--- src/hw/rtl/sbaph_pkg.sv ---
`timescale 1ns / 1ps
// Shared types and constants for the spectrum bin average / peak hold core.
// No dependencies; imported by sbaph_oq, sbaph_pipe and the top level (not by sbaph_ram).
package sbaph_pkg;

	localparam int BIN_W     = 12;
	localparam int FACTOR_W  = 16;
	localparam int HOLD_W    = 16;
	localparam int DECAY_W   = 12;
	localparam int TICK_W    = 32;
	localparam int DROP_W    = DECAY_W + TICK_W;
	localparam int CFG_IDX_W = 3;

	// pipeline and result queue sizing
	localparam int PIPE_STAGES = 5;
	localparam int STG_CNT_W   = 3;
	localparam int OQ_DEPTH    = 8;
	localparam int OQ_PTR_W    = 3;
	localparam int OQ_CNT_W    = 4;

	// register reset values
	localparam int RESET_FLOOR_DB = -20480;
	localparam int RESET_CEIL_DB  = 0;
	localparam int RESET_FACTOR   = 52429;
	localparam int RESET_HOLD     = 120;
	localparam int RESET_DECAY    = 51;

	localparam int ONE_Q16    = 65536;
	localparam int ROUND_HALF = 32768;

	typedef enum logic [1:0] {
		MODE_NONE = 2'd0,
		MODE_EXP  = 2'd1,
		MODE_LIN  = 2'd2,
		MODE_PEAK = 2'd3
	} mode_t;

	typedef enum logic [CFG_IDX_W-1:0] {
		REG_MODE   = 3'd0,
		REG_FACTOR = 3'd1,
		REG_FLOOR  = 3'd2,
		REG_CEIL   = 3'd3,
		REG_HOLD   = 3'd4,
		REG_DECAY  = 3'd5
	} reg_idx_t;

	typedef struct packed {
		mode_t               mode;
		logic [FACTOR_W-1:0] smooth;
		logic [HOLD_W-1:0]   hold;
		logic [DECAY_W-1:0]  decay;
	} sbaph_ctl_t;

	typedef struct packed {
		logic                 clearing;
		logic                 hit;
		logic [STG_CNT_W-1:0] busy;
	} sbaph_stat_t;

endpackage

--- src/hw/rtl/sbaph_oq.sv ---
`timescale 1ns / 1ps
// Result queue: eight entry register FIFO in front of the result channel.
// Depends on sbaph_pkg for the queue sizing.
module sbaph_oq #(
	parameter int WIDTH = 44
) (
	input  logic                           clk,
	input  logic                           arst_n,
	input  logic                           push,
	input  logic [WIDTH-1:0]               push_data,
	output logic                           valid,
	input  logic                           stall,
	output logic [WIDTH-1:0]               data,
	output logic [sbaph_pkg::OQ_CNT_W-1:0] count
);
	import sbaph_pkg::*;

	logic [WIDTH-1:0]    mem_q [OQ_DEPTH];
	logic [OQ_PTR_W-1:0] wr_ptr_q;
	logic [OQ_PTR_W-1:0] rd_ptr_q;
	logic [OQ_CNT_W-1:0] count_q;
	logic                pop;

	assign valid = (count_q != '0);
	assign pop   = valid && !stall;
	assign data  = mem_q[rd_ptr_q];
	assign count = count_q;

	always_ff @(posedge clk) begin
		if (push) begin
			mem_q[wr_ptr_q] <= push_data;
		end
	end

	always_ff @(posedge clk or negedge arst_n) begin
		if (!arst_n) begin
			wr_ptr_q <= '0;
			rd_ptr_q <= '0;
			count_q  <= '0;
		end else begin
			if (push) begin
				wr_ptr_q <= wr_ptr_q + 1'b1;
			end
			if (pop) begin
				rd_ptr_q <= rd_ptr_q + 1'b1;
			end
			if (push && !pop) begin
				count_q <= count_q + 1'b1;
			end else if (pop && !push) begin
				count_q <= count_q - 1'b1;
			end
		end
	end

endmodule

--- config.mk ---
export PLATFORM = sky130hd
export DESIGN_NAME = sbaph_oq
export DESIGN_NICKNAME = d
export VERILOG_FILES = /design/src/hw/rtl/sbaph_pkg.sv /design/src/hw/rtl/sbaph_oq.sv
export SDC_FILE = /design/constraint.sdc
export NUM_CORES = 1
export LEC_CHECK = 0
export ABC_AREA = 1
export ABC_CLOCK_PERIOD_IN_PS = 4150
export BUFFER_PORTS_ARGS = -buffer_cell sky130_fd_sc_hd__buf_2
export CORE_AREA = 3 3 191 193
export DETAILED_ROUTE_END_ITERATION = 8
export DIE_AREA = 0 0 194 196
export PLACE_DENSITY = 0.71
export SYNTH_ARGS = -nofsm -noshare
export SYNTH_HDL_FRONTEND = slang
export SYNTH_SLANG_ARGS = --single-unit
--- constraint.sdc ---
create_clock -name clk -period 4.15 [get_ports clk]
set_clock_uncertainty 0.05 [all_clocks]
set_input_delay 1.245 -clock clk [delete_from_list [all_inputs] [get_ports clk]]
set_output_delay 1.245 -clock clk [all_outputs]
set_load 0.01 [all_outputs]
==> key figures <==
Job
  • Max-cap viol count: 0

Placement
  • Placement Cell Area: ~0.017 mm²
  • GPL Wtd Cong: around 0.73
  • DPL Wire Length: 18.04 mm
  • Place WS: 1.031 ns
  • PortBufs: 96

Drt
  • Highest metal used: met5
  • First DRT Iteration DRCs: roughly 620
  • DRC Markers: 0
  • DR vias/cell: 4.624
  • Routed Antenna Nets: 0
  • Final WL: around 32 mm
  • Routed WL per cell: between 10 and 15 µm
  • M1 wire length: about 15 mm
  • Pre-antenna DRT Iters: 5
  • DR vias: approximately 10000
  • Routed wl met2: around 15 mm
  • DR WL met3: between 1.5 and 2 mm

Clock tree
  • Reg clk slew, reported paths: 0.05 ns
  • Hold_buf cts: 0
  • CTS tree: built
  • Clk Latency, worst-skew pair: slightly above 0.5 ns
  • Post_cts resized: 0
  • TritonCTS Buffers: 39
  • Post-CTS setup buffers: 0
  • Clock sink count: 362
  • Root Buffer: clkbuf_16
  • CTS Buffer Depth: 3
  • Htree depth: 2

Synth
  • Syn_area_per_cell: roughly 9.8 µm²
  • Synth area leader: edfxtp_1
  • Share of the synthesized area in the top cell type: 0.6759
  • Syn. warnings: 0
  • Syn Inst Count: about 1600
  • Mapped Area: 0.01564 mm²
  • Seq/Total Area, Yosys: 0.6919
  • Most used flip-flop cell after synthesis: edfxtp_1
  • Synth Register Bits: between 300 and 400
  • Number of enable flip-flop cells after synthesis: 352
  • Post-synth ARST share: 0.02762
  • Synth top area cells: edfxtp_1, nand2_1, nor2_1
  • Post-synth net total: 1649
  • Synth unique cells: 20

Die
  • Initial Util: 0.4505
  • I/O pins: just under 100
  • Die Ht: about 200 µm
  • Core ar.: about 0.035 mm²
  • Die width: between 150 and 200 µm
  • Row cnt: 68
  • Die ar.: around 0.038 mm²

Timing
  • Final setup vio count: 0
  • Worst-margin pin slew: 0.6872 ns
  • Max Freq: roughly 270 MHz
  • Min Clock Period, post-route: between 3 and 4 ns
  • Slew HR: 0.5418
  • Final setup margin: just over 0.5 ns
  • Final hold vios: 0
  • RSZ-0062 raised after global routing: false
  • Tcrit/Tclk final: 0.8763
  • Slew Limit Fails: 0
  • Setup TNS: 0 ns

Power and ir drop
  • Leakage: just under 8 nW
  • Worst vdd ir: roughly 0.0005 V
  • P per Cell Area: around 680 mW/mm²

Global routing
  • Initial antenna violation count: 2
  • First-pass GRT wire length: 51.76 mm
  • Total GRT Usage: 0.1703
  • Largest net degree at the start of global routing: between 100 and 150
  • GR Overflow Total: 0
  • Vias in the first global route: 9719

Critical path
  • Worst Setup Start Kind: flip-flop
  • Worst Setup End Kind: output pin
  • CP cell instances: buf_4 > nor2_1 > nor2_1 > nand2_1 > nand2_1 > nand2_1 > nand2_1 > buf_2
  • Data arrival, critical path: 2.34 ns
  • Slowest CP cell: dfrtp_4
  • Worst EP required: approximately 2.9 ns
  • Most used cell, CP: nand2_1
  • Crit Path Category: flip-flop to output pin
  • Crit path max fanout: 52
  • CP peak stage delay: approximately 0.66 ns
  • Buf/Inv on CP: 2
  • CP delay by family, top: flip-flops

Final layout
  • Cell area after layout: 0.01789 mm²
  • Share of cells above drive strength 1: 0.1066
  • # nets final: roughly 1700
  • Diode count: 0
  • # fillers: ~3000
  • Area grow syn2layout: 14.39%

Outcome
  • Status: completed

Hold path
  • Worst hold-check path type: flip-flop to flip-flop
## worst min-delay path, stage by stage, from the launching register on
cell and delay (ns):
dfrtp_1 0.38, nand2_1 0.07, nand2_1 0.06
## registers in the layout, summed over array words and instances (netlist names)
signal    cells
mem_q       352
rd_ptr_q      3
count         4
wr_ptr_q      3
## cell usage after synthesis (3+ instances only)
cell type,number
buf_1,7
buf_2,45
buf_4,5
clkbuf_1,8
dfrtp_1,10
edfxtp_1,352
ha_1,5
inv_1,185
nand2_1,596
nand3_1,3
nor2_1,364
xnor2_1,3
## cell usage in the layout, fill, tap and decap left out, types with 2 or more instances in the layout
cell type / count
buf_12: 10
buf_2: 96
buf_4: 12
bufinv_16: 2
clkbuf_1: 13
clkbuf_16: 39
clkinv_1: 7
clkinv_2: 5
clkinv_8: 2
clkinvlp_4: 2
dfrtp_1: 7
dfrtp_4: 2
edfxtp_1: 352
ha_1: 5
inv_1: 185
nand2_1: 596
nand3_1: 3
nor2_1: 356
nor2_4: 8
o21ai_0: 2
or2_2: 2
xnor2_1: 3
xor2_1: 2
## logic make-up (layout without fill, tap and decap cells)
family	count (synthesis)	after routing	synth area share
DFF	362	362	0.6919
and+or+nand+nor	965	965	0.2322
buffers and inverters	254	375	0.06689
adders and majority gates	6	6	0.005280
xor gates and xnor gates	5	5	0.002801
AOI/OAI and AO/OA	3	3	0.0009598
## metal layers
metal	vias to the layer above	GRT usage
li1	5131	-
met1	4633	0.2257
met2	211	0.2887
met3	59	0.03005
met4	4	0.05266
met5	-	0
## report_power, final
| part | internal (mW) | switching (mW) |
|---|---|---|
| Sequential | 4.44 | 0.180 |
| Clock | 1.87 | 1.33 |
| Combinational | 1.42 | 2.94 |
## layout make-up
cell class	instances	area [µm²]	area share
Sequential cell	362	10830	0.6053
Multi-Input combinational cell	979	3832	0.2142
Clock buffer	52	1025	0.05728
Timing Repair Buffer	118	770.7	0.04308
Inverter	187	704.4	0.03938
Tap cell	455	569.3	0.03182
Clock inverter	18	158.9	0.008882
## metrics by stage
| stage | total power, mW | instances | util | hold slack, ns |
|---|---|---|---|---|
| 4_1_cts | 12.34 | 2171 | 0.5154 | 0.4835 |
| 3_3_place_gp | 9.030 | 2101 | 0.4813 | 0.4579 |
| 5_1_grt | 13.10 | 2171 | 0.5154 | 0.5412 |
| 3_5_place_dp | 9.115 | 2101 | 0.4813 | 0.4675 |
| 2_1_floorplan | 7.717 | 1595 | - | 0.4396 |
| 6_report | 12.18 | 2171 | 0.5154 | 0.4798 |
## worst paths after layout
check / startpoint / end / slack [ns] / depth (start not counted)
max: rd_ptr_q[0] / data[11] / 0.51 / 8
min: wr_ptr_q[0] / wr_ptr_q[0] / 0.48 / 2
max reg2reg: count[1] / count[3] / 2.02 / 11
min reg2reg: wr_ptr_q[0] / wr_ptr_q[0] / 0.48 / 2
max in group asynchronous: arst_n / rd_ptr_q[0] / 3.27 / 1
min in group asynchronous: arst_n / count[2] / 0.55 / 1
No activity file was read; power rests on OpenSTA's default activity.
